<file path="src/sv/rid_pkg.sv">
// ----------------------------------------------------------------------------
// rid_pkg
// Shared types and constants of the ranking inversion distance block.
// ----------------------------------------------------------------------------
package rid_pkg;

  // Default sizes: longest ranking and number of table entries
  localparam int MAX_LENGTH_DEF = 64;
  localparam int ID_COUNT_DEF   = 1024;

  // Fixed field widths
  localparam int ID_W      = 10;
  localparam int COUNT_W   = 11;
  localparam int STATUS_W  = 3;
  localparam int COUNT_MAX = 2047;

  // Stream data widths, padded to whole bytes
  localparam int S_TDATA_W = 16;
  localparam int M_TDATA_W = 16;

  // Table entry tag: one mark per reference, the table is swept when it wraps
  localparam int EPOCH_W = 8;

  // Popcount tree: bits per group, groups per super group
  localparam int GROUP_W  = 8;
  localparam int SUPER_N  = 8;
  localparam int GCNT_W   = 4;
  localparam int SUPER_W  = 7;

  typedef enum logic [STATUS_W-1:0] {
    STAT_OK       = 3'd0,
    STAT_MISSING  = 3'd1,
    STAT_REPEAT   = 3'd2,
    STAT_LONG     = 3'd3,
    STAT_MISMATCH = 3'd4
  } status_e;

  typedef enum logic {
    S_SWEEP = 1'b0,
    S_RUN   = 1'b1
  } ctrl_state_e;

  // Per item event passed from the lookup stage to the count pipeline
  typedef struct packed {
    logic    valid;
    logic    clr;
    logic    emit;
    status_e status;
  } evt_t;

endpackage

</file>
<file path="src/sv/rid_count.sv">
// ----------------------------------------------------------------------------
// rid_count
// Count pipeline: registered popcount tree over the later-position flags and
// the saturating running count; forms one result per finished candidate.
// ----------------------------------------------------------------------------
module rid_count #(
  parameter int MAX_LENGTH = rid_pkg::MAX_LENGTH_DEF
) (
  input  logic                        clk_i,
  input  logic                        rst_ni,
  input  logic                        en_i,
  input  rid_pkg::evt_t               evt_i,
  input  logic [MAX_LENGTH-1:0]       vec_i,
  output logic                        push_o,
  output logic [rid_pkg::COUNT_W-1:0] push_count_o,
  output rid_pkg::status_e            push_status_o
);
  import rid_pkg::*;

  localparam int NGROUP = (MAX_LENGTH + GROUP_W - 1) / GROUP_W;
  localparam int NSUPER = (NGROUP + SUPER_N - 1) / SUPER_N;
  localparam int VEC_W  = NGROUP * GROUP_W;
  localparam int SUM_W  = COUNT_W + 1;

  evt_t               s1_evt_q, s2_evt_q, s3_evt_q;
  logic [VEC_W-1:0]   s1_vec_q;
  logic [GCNT_W-1:0]  s2_cnt_q [NGROUP];
  logic [SUPER_W-1:0] s3_sum_q [NSUPER];
  logic [COUNT_W-1:0] acc_q, acc_d;

  logic [GCNT_W-1:0]  grp_cnt [NGROUP];
  logic [GCNT_W-1:0]  grp_pad [NSUPER*SUPER_N];
  logic [SUPER_W-1:0] sup_sum [NSUPER];
  logic [SUM_W-1:0]   total;
  logic [COUNT_W-1:0] sat;

  always_comb begin
    for (int g = 0; g < NGROUP; g++) begin
      grp_cnt[g] = '0;
      for (int b = 0; b < GROUP_W; b++) begin
        grp_cnt[g] = grp_cnt[g] + GCNT_W'(s1_vec_q[g*GROUP_W + b]);
      end
    end
  end

  always_comb begin
    for (int k = 0; k < NSUPER*SUPER_N; k++) begin
      grp_pad[k] = (k < NGROUP) ? s2_cnt_q[k] : '0;
    end
    for (int s = 0; s < NSUPER; s++) begin
      sup_sum[s] = '0;
      for (int k = 0; k < SUPER_N; k++) begin
        sup_sum[s] = sup_sum[s] + SUPER_W'(grp_pad[s*SUPER_N + k]);
      end
    end
  end

  // Add this item's later count; a reference start clears the count first
  always_comb begin
    total = s3_evt_q.clr ? '0 : SUM_W'(acc_q);
    for (int s = 0; s < NSUPER; s++) begin
      total = total + SUM_W'(s3_sum_q[s]);
    end
    sat = (total > SUM_W'(COUNT_MAX)) ? COUNT_W'(COUNT_MAX) : total[COUNT_W-1:0];
    acc_d = acc_q;
    if (en_i && s3_evt_q.valid) begin
      acc_d = s3_evt_q.emit ? '0 : sat;
    end
  end

  always_ff @(posedge clk_i or negedge rst_ni) begin
    if (!rst_ni) begin
      s1_evt_q <= '0;
      s2_evt_q <= '0;
      s3_evt_q <= '0;
      acc_q    <= '0;
    end else begin
      acc_q <= acc_d;
      if (en_i) begin
        s1_evt_q <= evt_i;
        s2_evt_q <= s1_evt_q;
        s3_evt_q <= s2_evt_q;
      end
    end
  end

  always_ff @(posedge clk_i) begin
    if (en_i) begin
      s1_vec_q <= VEC_W'(vec_i);
      s2_cnt_q <= grp_cnt;
      s3_sum_q <= sup_sum;
    end
  end

  assign push_o        = en_i && s3_evt_q.valid && s3_evt_q.emit;
  assign push_count_o  = (s3_evt_q.status == STAT_OK) ? sat : '0;
  assign push_status_o = s3_evt_q.status;

endmodule

</file>
<file path="config.mk">
export PLATFORM = sky130hd
export DESIGN_NAME = rid_count
export DESIGN_NICKNAME = d
export VERILOG_FILES = /design/src/sv/rid_pkg.sv /design/src/sv/rid_count.sv
export SDC_FILE = /design/constraint.sdc
export NUM_CORES = 1
export LEC_CHECK = 0
export ABC_AREA = 0
export BUFFER_PORTS_ARGS = -buffer_cell sky130_fd_sc_hd__buf_2
export CAP_MARGIN = 20
export CORE_ASPECT_RATIO = 1.1
export CORE_UTILIZATION = 58
export CTS_BUF_LIST = sky130_fd_sc_hd__clkbuf_16
export DETAILED_ROUTE_END_ITERATION = 6
export PLACE_DENSITY = 0.8
export REMOVE_ABC_BUFFERS = 1
export SLEW_MARGIN = 20
export SYNTH_ARGS = -nofsm -noshare
export SYNTH_HDL_FRONTEND = slang
export SYNTH_SLANG_ARGS = --single-unit
</file>
<file path="constraint.sdc">
create_clock -name clk_i -period 4.41 [get_ports clk_i]
set_clock_uncertainty 0.15 [all_clocks]
set_input_delay 0.441 -clock clk_i [delete_from_list [all_inputs] [get_ports clk_i]]
set_output_delay 0.441 -clock clk_i [all_outputs]
set_load 0.1 [all_outputs]
</file>
==> flow_summary.toml <==
[die]
die_h_um = 117
die_area_mm2 = 0.0125
num_rows = 41
fp.dieW_um = 107
io_pins = 88
start_util = 0.604
core_area_mm2 = 0.0116

[clock_tree]
postCtsSetupBuffers = 0
post_cts_resized = 0
cts_tree = "done"
clock_sinks = 132
clkTransAtPathRegs_ns = 0.06
clk_latency_ns = 0.41
ctsRootBufferMaster = "clkbuf_16"
ctsHoldBuffers = 1
cts_buffer_depth = 2
numCtsBuffers = 17
h-tree-depth = 4

[global_route]
grt_overflow_total = 0
grt_pass1_vias = 4166
antenna_found_initial = 0
grt.total_usage = 0.202
grt_first_pass_wirelength_um = 18700
grt_max_degree = 69

[yosys]
netlist_instances = 516
synth.distinct_cells = 44
yosysSeqAreaShare = 0.545
yosys_warnings = 0
synthFlopType = "edfxtp_1"
synthArstFlopShare = 0.220
synth_edf_count = 103
syn_area_per_cell_um2 = 13.6
netlist_area_mm2 = 0.00700
ys_seq_elements = 132

[worst_setup_path]
slowest_stage = "fa_1"
r2r_setup_slack_ns = 0.56
cp_max_fo = 2
crit_path_end_kind = "flop"
worstPathCellList = "inv_1, fa_1, inv_1, fa_1, fa_1, inv_1, fa_1, inv_1, ha_1, inv_1, fa_1, nor2b_1, o21ai_0, nand2b_1"
critPathLaunchType = "flop"
arrival_ns = 3.87
worst-setup-path-type = "flop to flop"
crit_required_ns = 4.43
max_stage_delay_ns = 0.56

[detailed_routing]
drc = 0
wl_um = 11000
first_iter_violations = 161
drt-wirelength-per-cell_um = 14.1
ant_nets = 0
drt_first_pass_iters = 4
dr_total_vias = 3877
vias_per_cell = 4.98

[sta]
grt_setup_unrepaired = "no"
fin_crit_ns = 3.85
worstMarginPinSlew_ns = 0.812
max_freq_ghz = 0.260
slew_headroom = 0.459
fin_crit_sh = 0.874
slew_violations = 0
hold_violations = 0
setup_violations = 0
hold_ws_ns = 0.0512

[power_and_ir_drop]
p_leak_nw = 3.80
powerDensity_mw_per_mm2 = 794
irDropWorstVdd_mv = 0.565

[finish]
layout-drive-gt1-share = 0.238
num-nets-final = 783
postLayoutCoreUtil = 0.709
n_antenna_cell = 0
syn2layout_area_growth_pct = 17.3

[flow_run]
maxCapViolCount = 0

[placed_design]
port-buffer-count = 87
gp_congestion = 0.835
hpwl_um = 7910

[outcome]
status = "complete, no violations"

[hold_path]
hold_path_class = "input pin to flop"
[final cells by class]
cell class / count / area [um2]
sequential: 132 / 3820
fill: 826 / 3370
multi-input combinational: 248 / 2660
inverter: 128 / 480
timing repair buffer: 89 / 455
clock buffer: 17 / 425
clock inverter: 15 / 189
tap: 150 / 188
[kinds of logic after synthesis]
logic type,Yosys count,synth area share
AOI/OAI and AO/OA,45,0.0459
DFF,132,0.545
muxes,20,0.0318
and+or+nand+nor,74,0.0557
xor gates and xnor gates,15,0.0188
adders and majority gates,94,0.228
buffers and inverters,136,0.0747
[report_power, final]
part,leakage (nW),switching [mW],internal [mW]
logic,2.12,1.79,1.34
registers,1.37,0.120,1.83
clock network,0.300,0.511,0.939
total,3.80,2.42,4.11
[cell usage after synthesis, types with 3 or more instances]
cell type,number,share of area
fa_1,56,0.16
o21ai_0,10,0.0071
nor2_1,22,0.012
dfrtp_1,29,0.10
nand2_1,13,0.0070
a21o_1,3,0.0032
nand2b_1,5,0.0045
inv_1,128,0.069
a21oi_1,14,0.010
mux2_2,18,0.029
a211oi_2,4,0.0071
xor2_1,7,0.0088
buf_4,3,0.0032
xnor2_1,8,0.010
clkbuf_1,3,0.0016
nor2b_1,20,0.018
ha_1,38,0.068
edfxtp_1,103,0.44
[registers in the layout, indices dropped and copies added (netlist names)]
register / count
grp_pad: 32
s1_vec_q: 64
s2_evt_q: 6
acc_q: 11
s1_evt_q: 6
push_status_o: 3
s3_sum_q: 7
s3_evt_q: 3
[per-stage QoR]
stage | setup WS, ns | setup TNS [ns] | power [mW] | std cells | cell area, um2
final | 0.557 | 0 | 6.53 | 779 | 8220
after floorplan | -0.155 | -0.201 | 4.36 | 508 | 6960
after global routing | 0.326 | 0 | 7.21 | 779 | 8220
after global placement | 0.639 | 0 | 4.82 | 746 | 7590
after detailed placement | 0.571 | 0 | 5.05 | 746 | 7590
after CTS | 0.547 | 0 | 6.61 | 779 | 8220
[critical path, delay by kind of cell, from the launching register on]
kind                     cells  cell delay [ns]
buffers and inverters        5             0.29
adder cells (fa/ha/maj)      6             2.58
AO/OA/AOI/OAI                1             0.14
flip-flops                   1             0.32
AND/OR/NAND/NOR              2             0.13
[metal layers]
layer  track usage  wire length [um]
met1         0.214              4340
met2         0.383              6050
met3        0.0426               348
met4        0.0959               278
met5             0                 0
[worst paths after layout]
check                                    end       start  cells past startpoint
worst max-delay path             s3_sum_q[6]  grp_pad[2]                     14
worst min-delay path            s1_vec_q[13]   vec_i[13]                      1
worst max register to register   s3_sum_q[6]  grp_pad[2]                     14
worst min register to register      acc_q[3]    acc_q[3]                      2
max in group asynchronous        s1_evt_q[1]      rst_ni                      2
min in group asynchronous           acc_q[7]      rst_ni                      2
[layout by cell type, fill, tap and decap left out, drive strengths merged, types with 3 or more instances in the layout]
master / synthesis / final
nor2b: 21 / 21
nand2b: 5 / 5
xnor2: 8 / 8
a211oi: 6 / 6
dfrtp: 29 / 29
clkinv: 0 / 6
clkinvlp: 0 / 3
inv: 128 / 130
o21ai: 11 / 11
fa: 56 / 56
a21oi: 14 / 14
mux2: 18 / 18
edfxtp: 103 / 103
xor2: 7 / 7
ha: 38 / 38
buf: 5 / 88
nor2: 23 / 23
a21o: 4 / 4
nand2: 13 / 13
clkbuf: 3 / 17
bufinv: 0 / 4
No activity file was read; power rests on OpenSTA's default activity.
