File: config.mk
export PLATFORM = sky130hd
export DESIGN_NAME = rid_outbuf
export DESIGN_NICKNAME = d
export VERILOG_FILES = /design/src/sv/rid_pkg.sv /design/src/sv/rid_outbuf.sv
export SDC_FILE = /design/constraint.sdc
export NUM_CORES = 1
export LEC_CHECK = 0
export BUFFER_PORTS_ARGS = -buffer_cell sky130_fd_sc_hd__buf_2
export CAP_MARGIN = 0
export CORE_MARGIN = 8
export CORE_UTILIZATION = 24
export CTS_BUF_LIST = sky130_fd_sc_hd__clkbuf_2
export DETAILED_ROUTE_END_ITERATION = 6
export GPL_ROUTABILITY_DRIVEN = 0
export PLACE_DENSITY = 0.52
export SKIP_LAST_GASP = 1
export SLEW_MARGIN = 20
export SYNTH_ARGS = -nofsm -noshare
export SYNTH_HDL_FRONTEND = slang
export SYNTH_SLANG_ARGS = --single-unit
File: constraint.sdc
create_clock -name clk_i -period 2.49 [get_ports clk_i]
set_input_delay 0.3735 -clock clk_i [delete_from_list [all_inputs] [get_ports clk_i]]
set_output_delay 0.3735 -clock clk_i [all_outputs]
set_load 0.03 [all_outputs]
File: src/sv/rid_pkg.sv
// ----------------------------------------------------------------------------
// rid_pkg
// Shared types and constants of the ranking inversion distance block.
// ----------------------------------------------------------------------------
package rid_pkg;

  // Default sizes: longest ranking and number of table entries
  localparam int MAX_LENGTH_DEF = 64;
  localparam int ID_COUNT_DEF   = 1024;

  // Fixed field widths
  localparam int ID_W      = 10;
  localparam int COUNT_W   = 11;
  localparam int STATUS_W  = 3;
  localparam int COUNT_MAX = 2047;

  // Stream data widths, padded to whole bytes
  localparam int S_TDATA_W = 16;
  localparam int M_TDATA_W = 16;

  // Table entry tag: one mark per reference, the table is swept when it wraps
  localparam int EPOCH_W = 8;

  // Popcount tree: bits per group, groups per super group
  localparam int GROUP_W  = 8;
  localparam int SUPER_N  = 8;
  localparam int GCNT_W   = 4;
  localparam int SUPER_W  = 7;

  typedef enum logic [STATUS_W-1:0] {
    STAT_OK       = 3'd0,
    STAT_MISSING  = 3'd1,
    STAT_REPEAT   = 3'd2,
    STAT_LONG     = 3'd3,
    STAT_MISMATCH = 3'd4
  } status_e;

  typedef enum logic {
    S_SWEEP = 1'b0,
    S_RUN   = 1'b1
  } ctrl_state_e;

  // Per item event passed from the lookup stage to the count pipeline
  typedef struct packed {
    logic    valid;
    logic    clr;
    logic    emit;
    status_e status;
  } evt_t;

endpackage

File: src/sv/rid_outbuf.sv
// ----------------------------------------------------------------------------
// rid_outbuf
// Two-entry result buffer between the count pipeline and the output channel.
// ----------------------------------------------------------------------------
module rid_outbuf (
  input  logic                        clk_i,
  input  logic                        rst_ni,
  input  logic                        push_i,
  input  logic [rid_pkg::COUNT_W-1:0] push_count_i,
  input  rid_pkg::status_e            push_status_i,
  output logic                        m_tvalid_o,
  input  logic                        m_tready_i,
  output logic [rid_pkg::COUNT_W-1:0] m_count_o,
  output rid_pkg::status_e            m_status_o,
  output logic                        en_o
);
  import rid_pkg::*;

  logic [COUNT_W-1:0] cnt_mem_q [2];
  status_e            st_mem_q  [2];
  logic               wptr_q;
  logic               rptr_q;
  logic [1:0]         fill_q, fill_d;
  logic               pop;

  assign m_tvalid_o = (fill_q != 2'd0);
  assign pop        = m_tvalid_o && m_tready_i;
  assign en_o       = (fill_q != 2'd2);
  assign m_count_o  = cnt_mem_q[rptr_q];
  assign m_status_o = st_mem_q[rptr_q];

  always_comb begin
    fill_d = fill_q;
    case ({push_i, pop})
      2'b10:   fill_d = fill_q + 2'd1;
      2'b01:   fill_d = fill_q - 2'd1;
      default: fill_d = fill_q;
    endcase
  end

  always_ff @(posedge clk_i or negedge rst_ni) begin
    if (!rst_ni) begin
      wptr_q <= 1'b0;
      rptr_q <= 1'b0;
      fill_q <= 2'd0;
    end else begin
      fill_q <= fill_d;
      if (push_i) begin
        wptr_q <= !wptr_q;
      end
      if (pop) begin
        rptr_q <= !rptr_q;
      end
    end
  end

  always_ff @(posedge clk_i) begin
    if (push_i) begin
      cnt_mem_q[wptr_q] <= push_count_i;
      st_mem_q[wptr_q]  <= push_status_i;
    end
  end

endmodule

==> results of run 1 <==
[cell families (layout without fill, tap and decap cells)]
group / count (synthesis) / after routing / share of synthesized area, %
xor gates and xnor gates: 5 / 5 / 3.61
adders and majority gates: 1 / 1 / 1.03
buffers and inverters: 3 / 44 / 1.65
DFF: 32 / 32 / 77.6
muxes: 14 / 14 / 13.0
and+or+nand+nor: 6 / 6 / 3.10
[placed cells by master (no fill, tap or decap)]
| master | count |
|---|---|
| sky130_fd_sc_hd__and2_1 | 1 |
| sky130_fd_sc_hd__and2_4 | 1 |
| sky130_fd_sc_hd__buf_2 | 33 |
| sky130_fd_sc_hd__buf_4 | 2 |
| sky130_fd_sc_hd__clkbuf_2 | 6 |
| sky130_fd_sc_hd__clkinv_2 | 1 |
| sky130_fd_sc_hd__dfrtp_1 | 4 |
| sky130_fd_sc_hd__dlygate4sd3_1 | 1 |
| sky130_fd_sc_hd__edfxtp_1 | 28 |
| sky130_fd_sc_hd__ha_1 | 1 |
| sky130_fd_sc_hd__inv_1 | 1 |
| sky130_fd_sc_hd__mux2_2 | 14 |
| sky130_fd_sc_hd__nand2b_1 | 1 |
| sky130_fd_sc_hd__nor2_1 | 2 |
| sky130_fd_sc_hd__or2_4 | 1 |
| sky130_fd_sc_hd__xnor2_1 | 2 |
| sky130_fd_sc_hd__xor2_1 | 3 |
[power groups by stage]
stage               clock network [mW]  logic, mW  registers [mW]
finish                           0.220      0.647           0.810
floorplan                            0      0.542           0.767
CTS                              0.233      0.663           0.815
global route                     0.263      0.697           0.830
global placement                     0      0.650           0.822
detailed placement                   0      0.657           0.828
[cells in the mapped netlist, drive strengths merged]
cell / count / area [sq um]
and2: 2 / 15.0
ha: 1 / 12.5
nor2: 2 / 7.51
mux2: 14 / 158
xnor2: 2 / 17.5
buf: 2 / 16.3
edfxtp: 28 / 841
xor2: 3 / 26.3
dfrtp: 4 / 100
nand2b: 1 / 6.26
inv: 1 / 3.75
or2: 1 / 8.76
[flip-flops by register name, summed over array words and instances, names as in the netlist]
name	cells
cnt_mem_q	22
fill_q	2
rptr_q	1
st_mem_q	6
wptr_q	1
[worst paths after layout]
check / end / cells past startpoint / start / slack (ps)
hold / removal: cnt_mem_q[0][6] / 1 / push_count_i[6] / 210
min in group asynchronous: fill_q[0] / 2 / rst_ni / 350
max in group asynchronous: wptr_q / 2 / rst_ni / 2010
setup / recovery: m_count_o[5] / 2 / rptr_q / 420
hold reg to reg: wptr_q / 1 / wptr_q / 500
setup reg to reg: fill_q[1] / 5 / fill_q[0] / 940
[area by class of cell]
| cell class | count | area (sq um) | area share, % |
|---|---|---|---|
| well taps | 70 | 87.6 | 5.80 |
| repair buffers | 36 | 190 | 12.6 |
| flip-flops and latches | 32 | 941 | 62.4 |
| inverters | 1 | 3.75 | 0.249 |
| multi-input cells | 26 | 251 | 16.7 |
| clock buffers | 6 | 30.0 | 1.99 |
| clock inverters | 1 | 5.00 | 0.332 |
[through the flow]
| stage | cells | setup slack, ps | area (sq um) | power (mW) |
|---|---|---|---|---|
| floorplan | 61 | 988 | 1210 | 1.31 |
| global placement | 164 | 763 | 1460 | 1.47 |
| finish | 172 | 424 | 1510 | 1.68 |
| global route | 172 | 248 | 1510 | 1.79 |
| CTS | 172 | 340 | 1510 | 1.71 |
| detailed placement | 164 | 762 | 1460 | 1.48 |
[layer usage]
| metal | vias to the layer above | track usage (%) |
|---|---|---|
| met1 | 309 | 6.08 |
| li1 | 305 | - |
| met4 | 0 | 2.82 |
| met3 | 5 | 3.87 |
| met5 | - | 0 |
| met2 | 22 | 9.72 |
[critical path, cell delays in order (launching register included)]
cell,delay [ps]
sky130_fd_sc_hd__dfrtp_1,780
sky130_fd_sc_hd__mux2_2,410
sky130_fd_sc_hd__buf_2,180
[what timing repair did]
item	in CTS	in global routing
hold endpoints to repair	4	0
hold buffers	1	0
gates resized for setup	0	0
==> impl_results.rst, run 1 <==
.. list-table::
   :header-rows: 1

   * - Metric
     - Value
   * - Post-synthesis average cell area
     - 19.9 sq um
   * - # rows
     - 26
   * - Detailed Route WL
     - 2140 um
   * - Net count, final
     - roughly 120
   * - Required time reported for the critical path endpoint
     - 2120 ps
   * - Period utilisation layout
     - 83.0%
   * - Die boundary width
     - 87.1 um
   * - Total routing usage reported by global routing
     - 6.08%
   * - Vias in the first global route
     - 724
   * - Post-synthesis cell area
     - 0.00121 sq mm
   * - Portion of total power attributed to combinational logic
     - around 39%
   * - Startpoint Class
     - flop
   * - Worst-skew pair later-pin latency
     - 330 ps
   * - DR top layer
     - met4
   * - Vertical extent of the die
     - 87.1 um
   * - Worst min path class
     - in2reg
   * - CTS Root Buffer Type
     - sky130_fd_sc_hd__clkbuf_2
   * - Setup repair after global routing missed its margin
     - no
   * - H-Tree Level Count
     - 2
   * - Maximum fanout encountered on the critical timing path
     - 15
   * - Fraction of final layout cells sized beyond drive strength 1
     - 56.9%
   * - WL met3
     - about 190 um
   * - Sequential Power Share
     - between 40 and 50%
   * - DRT iter0 DRCs
     - 29
   * - Max_slew headroom
     - about 54%
   * - Crit. End Element
     - output pin
   * - Max-capacitance violation count
     - 0
   * - Internal portion of total power
     - 1.05 mW
   * - Peak supply drop
     - around 0.45 mV
   * - Ratio of routed vias to standard cells
     - 3.73
   * - Type of the worst setup path
     - reg2out
   * - Post-synthesis to final-layout area growth
     - 24.5%
   * - Minimum clock period after layout
     - between 2000 and 2500 ps
   * - Fin. Hold Viols
     - 0
   * - Cell count after synthesis
     - 61
   * - Wire length of the first global-routing pass
     - 3310 um
   * - Number of storage elements in the synthesis netlist
     - 32
   * - Status
     - finished clean
   * - Floorplan die area
     - 0.00758 sq mm
   * - Number of buffers between clock root and the deepest sink
     - 2
   * - M1 wire length
     - roughly 820 um
   * - Core Box Area
     - 0.00498 sq mm
   * - Post-synthesis net count
     - 80
   * - Layout Skew
     - 5.00 ps
   * - Detailed-placement wirelength estimate
     - 1590 um
   * - Leakage power summed over all cells
     - 0.584 nW
   * - Boundary pin count
     - 34
   * - TritonCTS buffer count
     - 5
   * - P per Cell Area
     - 1110 mW/mm^2
   * - Fillers
     - 517
   * - Final routed wire length divided by cell count
     - 12.4 um
   * - Ant. Diodes
     - 0
   * - Number of antenna violations at the first check in global routing
     - 0
   * - Final number of max-transition violations
     - 0
   * - Maximum number of pins on one net before global-route repair
     - 16
   * - Setup tns final
     - 0 ps
   * - Buffers on Ports
     - 33
   * - Warnings, synthesis
     - 0
   * - DRC
     - 0
   * - Number of routed nets with antenna violations
     - 0
   * - Transition time at the pin with the least slew margin
     - 687 ps
   * - Share of power burned in the clock network
     - 13.1%
   * - Proportion of total power due to net switching
     - a little under two fifths
   * - Share of the core filled with cells
     - slightly above 30%
   * - Postcts setup bufs
     - 0
   * - Number of distinct library cell variants in the gate-level netlist after synthesis
     - 14
   * - Number of sinks handled by clock tree synthesis
     - 32
   * - Clock transition at path regs
     - 140 ps
   * - Remaining global-route overflow
     - 0
   * - TritonCTS clock tree
     - built
   * - Routed vias
     - 641
   * - Final setup viols
     - 0
   * - Initial Utilization
     - 24.4%
   * - Minimum hold slack
     - 215 ps
   * - Critical path data arrival time
     - 1690 ps
   * - Post-synthesis sequential area ratio
     - roughly 78%
   * - Count of TritonRoute iterations in the first routing pass
     - 3
   * - Met2 wire len
     - 1090 um
   * - Switching power of the nets
     - about 0.63 mW
   * - Max Clock Freq
     - 0.484 GHz
Power figures use the tool's default switching activity.
==> run 2, diff against run 1 <==
==> constraint.sdc (replaced) <==
create_clock -name clk_i -period 2.1 [get_ports clk_i]
set_input_delay 0.315 -clock clk_i [delete_from_list [all_inputs] [get_ports clk_i]]
set_output_delay 0.315 -clock clk_i [all_outputs]
set_load 0.03 [all_outputs]
==> impl_results.rst, run 2 (synthesis gave the netlist of run 1 again) <==
.. list-table::
   :header-rows: 1

   * - Metric
     - Value
   * - Setup repair after global routing missed its margin
     - no
   * - Flip-flop count of the largest register, all copies and words added
     - 22 (unchanged)
   * - Count of TritonRoute iterations in the first routing pass
     - 3 (unchanged)
   * - Detailed-placement wirelength estimate
     - 1670 um (+5.0%)
   * - Vias in the first global route
     - 708 (-2.2%)
   * - Final routed wire length divided by cell count
     - 12.7 um (+2.4%)
   * - Status
     - finished clean
   * - Startpoint Class
     - flop
   * - Period utilisation layout
     - between 90% and 100%
   * - Number of sinks handled by clock tree synthesis
     - 32 (unchanged)
   * - Max_slew headroom
     - 54.7% (+0.46 points)
   * - Post-synthesis to final-layout area growth
     - 26.4%
   * - Worst setup path startpoint
     - rptr_q
   * - Cell area after layout
     - 0.00153 sq mm (+1.6%)
   * - Die boundary width
     - 87.1 um (unchanged)
   * - Fin. Hold Viols
     - 0 (unchanged)
   * - Max-capacitance violation count
     - 0 (unchanged)
   * - Registers with the most flip-flops
     - cnt_mem_q x22, st_mem_q x6, fill_q x2
   * - Ant. Diodes
     - 0 (unchanged)
   * - Cell with the largest stage delay on the worst path
     - sky130_fd_sc_hd__dfrtp_1
   * - FF-to-FF setup slack
     - 570 ps (-370 ps)
   * - Stage delay of the slowest cell on the critical path
     - 590 ps (-190 ps)
   * - Maximum number of pins on one net before global-route repair
     - 15 (-1)
   * - Crit. End Element
     - output pin
   * - Buffers on Ports
     - 33 (unchanged)
   * - Core Box Area
     - 0.00498 sq mm (unchanged)
   * - Remaining global-route overflow
     - 0 (unchanged)
   * - Max Clock Freq
     - 0.514 GHz
   * - Placed Area
     - 0.00148 sq mm (+1.4%)
   * - DRT iter0 DRCs
     - 18 (-38%)
   * - CTS Root Buffer Type
     - sky130_fd_sc_hd__clkbuf_2
   * - Number of antenna violations at the first check in global routing
     - 0 (unchanged)
   * - Required time reported for the critical path endpoint
     - 1780 ps (-340 ps)
   * - P per Cell Area
     - 1340 mW/mm^2 (+21%)
   * - Boundary pin count
     - 34 (unchanged)
   * - Worst-skew pair later-pin latency
     - 350 ps (+20 ps)
   * - Layout Skew
     - 9.57 ps (+4.57 ps)
   * - Wire length of the first global-routing pass
     - 3590 um (+8.5%)
   * - Commonest non-fill, non-tap cells in the layout
     - 33 x sky130_fd_sc_hd__buf_2, 28 x sky130_fd_sc_hd__edfxtp_1, 14 x sky130_fd_sc_hd__mux2_2, 7 x sky130_fd_sc_hd__clkbuf_2, 4 x sky130_fd_sc_hd__dfrtp_1
   * - Minimum clock period after layout
     - 1950 ps
   * - Setup tns final
     - 0 ps (unchanged)
   * - Most frequent standard cell in the layout excluding fill and tap cells
     - sky130_fd_sc_hd__buf_2
   * - Leakage power summed over all cells
     - 0.595 nW (+1.9%)
   * - Initial Utilization
     - 24.4% (unchanged)
   * - Critical Path Stages
     - 3 (+1)
   * - Share of the core filled with cells
     - 30.8% (+0.48 points)
   * - Number of buffers between clock root and the deepest sink
     - 2 (unchanged)
   * - Total routing usage reported by global routing
     - 6.50% (+0.42 points)
   * - Fillers
     - 493 (-4.6%)
   * - Total area of sequential cells
     - 941 sq um (unchanged)
   * - Family of cells with the greatest summed delay on the critical path
     - flip-flops
   * - Final setup viols
     - 0 (unchanged)
   * - Largest reg by FF count
     - cnt_mem_q
   * - Beginning of the worst register-to-register path
     - fill_q[0]
   * - CP Buf/Inv Count
     - 2 (+1)
   * - Transition time at the pin with the least slew margin
     - 680 ps (-6.97 ps)
   * - Hold buffer count at CTS
     - 1 (unchanged)
   * - Critical path data arrival time
     - 1630 ps (-60 ps)
   * - Number of routed nets with antenna violations
     - 0 (unchanged)
   * - Routed vias
     - 636 (-0.78%)
   * - TritonCTS buffer count
     - 5 (unchanged)
   * - Worst flop-to-flop path endpoint
     - fill_q[1]
   * - Multi-input gate area in the final layout
     - 251 sq um (unchanged)
   * - H-Tree Level Count
     - 2 (unchanged)
   * - Worst min path class
     - in2reg
   * - DRC
     - 0 (unchanged)
   * - Maximum fanout encountered on the critical timing path
     - 9 (-6)
   * - Postcts setup bufs
     - 0 (unchanged)
   * - Floorplan die area
     - 0.00758 sq mm (unchanged)
   * - Type of the worst setup path
     - reg2out
   * - Critical path endpoint
     - m_count_o[6]
   * - Vertical extent of the die
     - 87.1 um (unchanged)
   * - TritonCTS clock tree
     - built
   * - Ratio of routed vias to standard cells
     - 3.66 (-1.9%)
   * - Detailed Route WL
     - 2220 um (+3.6%)
   * - Cell breakdown of the critical path
     - buf_12 -> mux2_2 -> buf_2
   * - R2r worst-path depth
     - 5 (unchanged)
   * - # rows
     - 26 (unchanged)
   * - Final number of max-transition violations
     - 0 (unchanged)
   * - Peak supply drop
     - 0.653 mV (+44%)
   * - Net count, final
     - 122 (+0.83%)
   * - Post-CTS sizing
     - 0 (unchanged)
   * - Clock transition at path regs
     - 150 ps (about the same)
   * - Fraction of final layout cells sized beyond drive strength 1
     - 56.7% (-0.13 points)
   * - Minimum hold slack
     - 144 ps (-71.3 ps)
run 2: layout make-up:
| class | instances | area share [%] |
|---|---|---|
| repair buffers | 37 | 13.7 |
| multi-input cells | 26 | 16.4 |
| well taps | 70 | 5.71 |
| clock buffers | 7 | 2.29 |
| flip-flops and latches | 32 | 61.4 |
| clock inverters | 1 | 0.245 |
| inverters | 1 | 0.245 |
run 2: report_power, final:
group          switching, mW  total, mW  internal (mW)
combinational          0.500      0.842          0.342
sequential            0.0830      0.939          0.856
clock                  0.184      0.273         0.0893
run 2: worst min-delay path by stage:
| stage | start | to | cells after the start |
|---|---|---|---|
| floorplan | rst_ni | fill_q[0] | 0 |
| global placement | rst_ni | fill_q[1] | 1 |
| detailed placement | rst_ni | fill_q[0] | 1 |
| CTS | push_count_i[8] | cnt_mem_q[1][8] | 1 |
| global route | push_count_i[7] | cnt_mem_q[1][7] | 1 |
| finish | push_count_i[8] | cnt_mem_q[0][8] | 1 |
run 2: per-layer routing:
layer  track usage, %  share of wire (%)  vias up
li1                 -                  -      309
met1             8.17                 47      300
met2             9.09                 47       22
met3             2.92                3.8        5
met4             3.29                1.8        0
met5                0                  0        -
run 2: metrics by stage:
| stage | setup WS (ps) | instances | power [mW] |
|---|---|---|---|
| 2_1_floorplan | 598 | 61 | 1.55 |
| 3_3_place_gp | 570 | 165 | 1.79 |
| 3_5_place_dp | 531 | 165 | 1.82 |
| 4_1_cts | 108 | 174 | 2.10 |
| 5_1_grt | 28.9 | 174 | 2.19 |
| 6_report | 154 | 174 | 2.05 |
==> run 3, diff against run 2 <==
==> constraint.sdc (replaced) <==
create_clock -name clk_i -period 2.3 [get_ports clk_i]
set_input_delay 0.345 -clock clk_i [delete_from_list [all_inputs] [get_ports clk_i]]
set_output_delay 0.345 -clock clk_i [all_outputs]
set_load 0.03 [all_outputs]
==> impl_results.rst, run 3 (synthesis gave the netlist of run 1 again) <==
.. list-table::
   :header-rows: 1

   * - Metric
     - Value
   * - Share of power burned in the clock network
     - 13.6% (+0.3 points)
   * - Net count, final
     - 121 (-0.82%)
   * - Count of TritonRoute iterations in the first routing pass
     - 3 (unchanged)
   * - Period utilisation layout
     - 88.5%
   * - M1 wire length
     - 835 um (-21%)
   * - Type of the worst setup path
     - reg2out
   * - Sequential Power Share
     - 48.1% (+2.4 points)
   * - Ratio of routed vias to standard cells
     - 3.71 (+1.4%)
   * - Transition time at the pin with the least slew margin
     - 671 ps (-8.80 ps)
   * - TritonCTS buffer count
     - 5 (unchanged)
   * - Internal portion of total power
     - 1.14 mW (-11%)
   * - Routed vias
     - 641 (+0.79%)
   * - Crit. End Element
     - output pin
   * - Layout Skew
     - 9.73 ps (+0.154 ps)
   * - Core Box Area
     - 0.00498 sq mm (unchanged)
   * - Initial Utilization
     - 24.4% (unchanged)
   * - Maximum fanout encountered on the critical timing path
     - 15 (+6)
   * - Ant. Diodes
     - 0 (unchanged)
   * - Portion of total power attributed to combinational logic
     - 38.3% (-2.7 points)
   * - P per Cell Area
     - 1200 mW/mm^2 (-10%)
   * - Startpoint Class
     - flop
   * - Total area of sequential cells
     - 941 sq um (unchanged)
   * - Number of instances in the placed design
     - 164 (-0.61%)
   * - Total routing usage reported by global routing
     - 5.86% (-0.64 points)
   * - Finished Layout Cells
     - 173 (-0.57%)
   * - Worst min path class
     - in2reg
   * - Clock transition at path regs
     - 150 ps (about the same)
   * - WL met3
     - 142 um (+67%)
   * - Final setup viols
     - 0 (unchanged)
   * - TritonCTS clock tree
     - built
   * - Worst-skew pair later-pin latency
     - 330 ps (-20 ps)
   * - Number of antenna violations at the first check in global routing
     - 0 (unchanged)
   * - Proportion of total power due to net switching
     - 37.4% (about the same)
   * - Multi-input gate area in the final layout
     - 251 sq um (unchanged)
   * - R2r worst-path depth
     - 6 (+1)
   * - Worst flop-to-flop path endpoint
     - fill_q[1]
   * - Boundary pin count
     - 34 (unchanged)
   * - H-Tree Level Count
     - 2 (unchanged)
   * - Final routed wire length divided by cell count
     - 12.1 um (-5.0%)
   * - # rows
     - 26 (unchanged)
   * - Vertical extent of the die
     - 87.1 um (unchanged)
   * - Vias in the first global route
     - 708 (unchanged)
   * - Fin. Hold Viols
     - 0 (unchanged)
   * - Max_slew headroom
     - 55.2% (+0.59 points)
   * - Fraction of final layout cells sized beyond drive strength 1
     - 56.3% (-0.42 points)
   * - Detailed Route WL
     - 2090 um (-5.6%)
   * - Registers with the most flip-flops
     - cnt_mem_q x22, st_mem_q x6, fill_q x2
   * - Critical path data arrival time
     - 1690 ps (+60 ps)
   * - Final number of max-transition violations
     - 0 (unchanged)
   * - Flip-flop count of the largest register, all copies and words added
     - 22 (unchanged)
   * - Beginning of the worst register-to-register path
     - fill_q[0]
   * - Setup repair after global routing missed its margin
     - no
   * - Peak supply drop
     - 0.568 mV (-13%)
   * - FF-to-FF setup slack
     - 750 ps (+180 ps)
   * - Number of buffers between clock root and the deepest sink
     - 2 (unchanged)
   * - CTS Root Buffer Type
     - sky130_fd_sc_hd__clkbuf_2
   * - Hold-critical path endpoint
     - cnt_mem_q[1][2]
   * - Setup tns final
     - 0 ps (unchanged)
   * - Max Clock Freq
     - 0.491 GHz
   * - Maximum number of pins on one net before global-route repair
     - 16 (+1)
   * - DRC
     - 0 (unchanged)
   * - Max-capacitance violation count
     - 0 (unchanged)
   * - Number of cells on the worst hold path
     - 1 (unchanged)
   * - Status
     - finished clean
   * - Floorplan die area
     - 0.00758 sq mm (unchanged)
   * - Remaining global-route overflow
     - 0 (unchanged)
   * - Largest reg by FF count
     - cnt_mem_q
   * - Beginning of the worst hold path
     - push_count_i[2]
   * - Post-synthesis to final-layout area growth
     - 24.8%
   * - Die boundary width
     - 87.1 um (unchanged)
   * - Wire length of the first global-routing pass
     - 3240 um (-9.8%)
   * - Met2 wire len
     - 1070 um (+3.0%)
   * - Number of routed nets with antenna violations
     - 0 (unchanged)
   * - Switching power of the nets
     - 0.680 mW (-11%)
   * - Most frequent standard cell in the layout excluding fill and tap cells
     - sky130_fd_sc_hd__buf_2
   * - Buffers on Ports
     - 33 (unchanged)
   * - DRT iter0 DRCs
     - 3 (-15)
   * - Commonest non-fill, non-tap cells in the layout
     - 33 x sky130_fd_sc_hd__buf_2, 28 x sky130_fd_sc_hd__edfxtp_1, 14 x sky130_fd_sc_hd__mux2_2, 7 x sky130_fd_sc_hd__clkbuf_2, 4 x sky130_fd_sc_hd__dfrtp_1
   * - Detailed-placement wirelength estimate
     - 1570 um (-5.7%)
   * - DR top layer
     - met4
   * - Required time reported for the critical path endpoint
     - 1960 ps (+180 ps)
   * - Fillers
     - 506 (+2.6%)
   * - Minimum clock period after layout
     - 2040 ps
   * - Number of sinks handled by clock tree synthesis
     - 32 (unchanged)
   * - Leakage power summed over all cells
     - 0.585 nW (-1.6%)
-- run 3: cell types whose count changed in the layout (fill, tap and decap cells not counted) --
cell	before	now
sky130_fd_sc_hd__buf_12	1	0
-- run 3: timing repair --
item                                   in CTS  in global routing
endpoints found under the hold margin       4                  0
hold buffers                                1                  0
buffers inserted                            0                  0
resized for setup                           0                  0
-- run 3: layout make-up --
| class | instances | share of cell area (%) |
|---|---|---|
| clock inverter | 1 | 0.248 |
| clock buffer | 7 | 2.32 |
| tap | 70 | 5.79 |
| timing repair buffer | 36 | 12.6 |
| inverter | 1 | 0.248 |
| sequential | 32 | 62.2 |
| multi-input combinational | 26 | 16.6 |
-- run 3: worst max-delay path: stages (launching register included) --
cell                      delay, ps
sky130_fd_sc_hd__dfrtp_1        770
sky130_fd_sc_hd__mux2_2         410
sky130_fd_sc_hd__buf_2          180
-- run 3: layer usage --
layer / vias to the layer above / global-route usage, %
li1: 307 / -
met1: 307 / 5.91
met2: 22 / 9.58
met3: 5 / 3.02
met4: 0 / 3.29
met5: - / 0
-- run 3: through the flow --
step	utilization (%)	area (sq um)	setup WS [ps]	total power [mW]	hold slack [ps]
3_3_place_gp	29.4	1460	602	1.59	153
2_1_floorplan	-	1210	798	1.42	49.4
4_1_cts	30.4	1510	152	1.87	139
6_report	30.4	1510	264	1.82	182
5_1_grt	30.4	1510	102	1.94	119
3_5_place_dp	29.4	1460	578	1.61	157
-- run 3: worst max-delay path by stage --
stage          startpoint           end  slack [ps]
6_report           rptr_q  m_count_o[8]         260
5_1_grt            rptr_q  m_count_o[8]         100
4_1_cts            rptr_q  m_count_o[8]         150
3_5_place_dp       rptr_q  m_count_o[8]         580
3_3_place_gp       rptr_q  m_count_o[5]         600
2_1_floorplan   fill_q[0]     fill_q[1]         800
-- run 3: power by group through the flow --
stage / Clock (mW) / Sequential, mW / Combinational, mW
floorplan: 0 / 0.831 / 0.587
global placement: 0 / 0.890 / 0.704
detailed placement: 0 / 0.899 / 0.711
CTS: 0.265 / 0.886 / 0.716
global route: 0.292 / 0.900 / 0.743
finish: 0.247 / 0.877 / 0.697
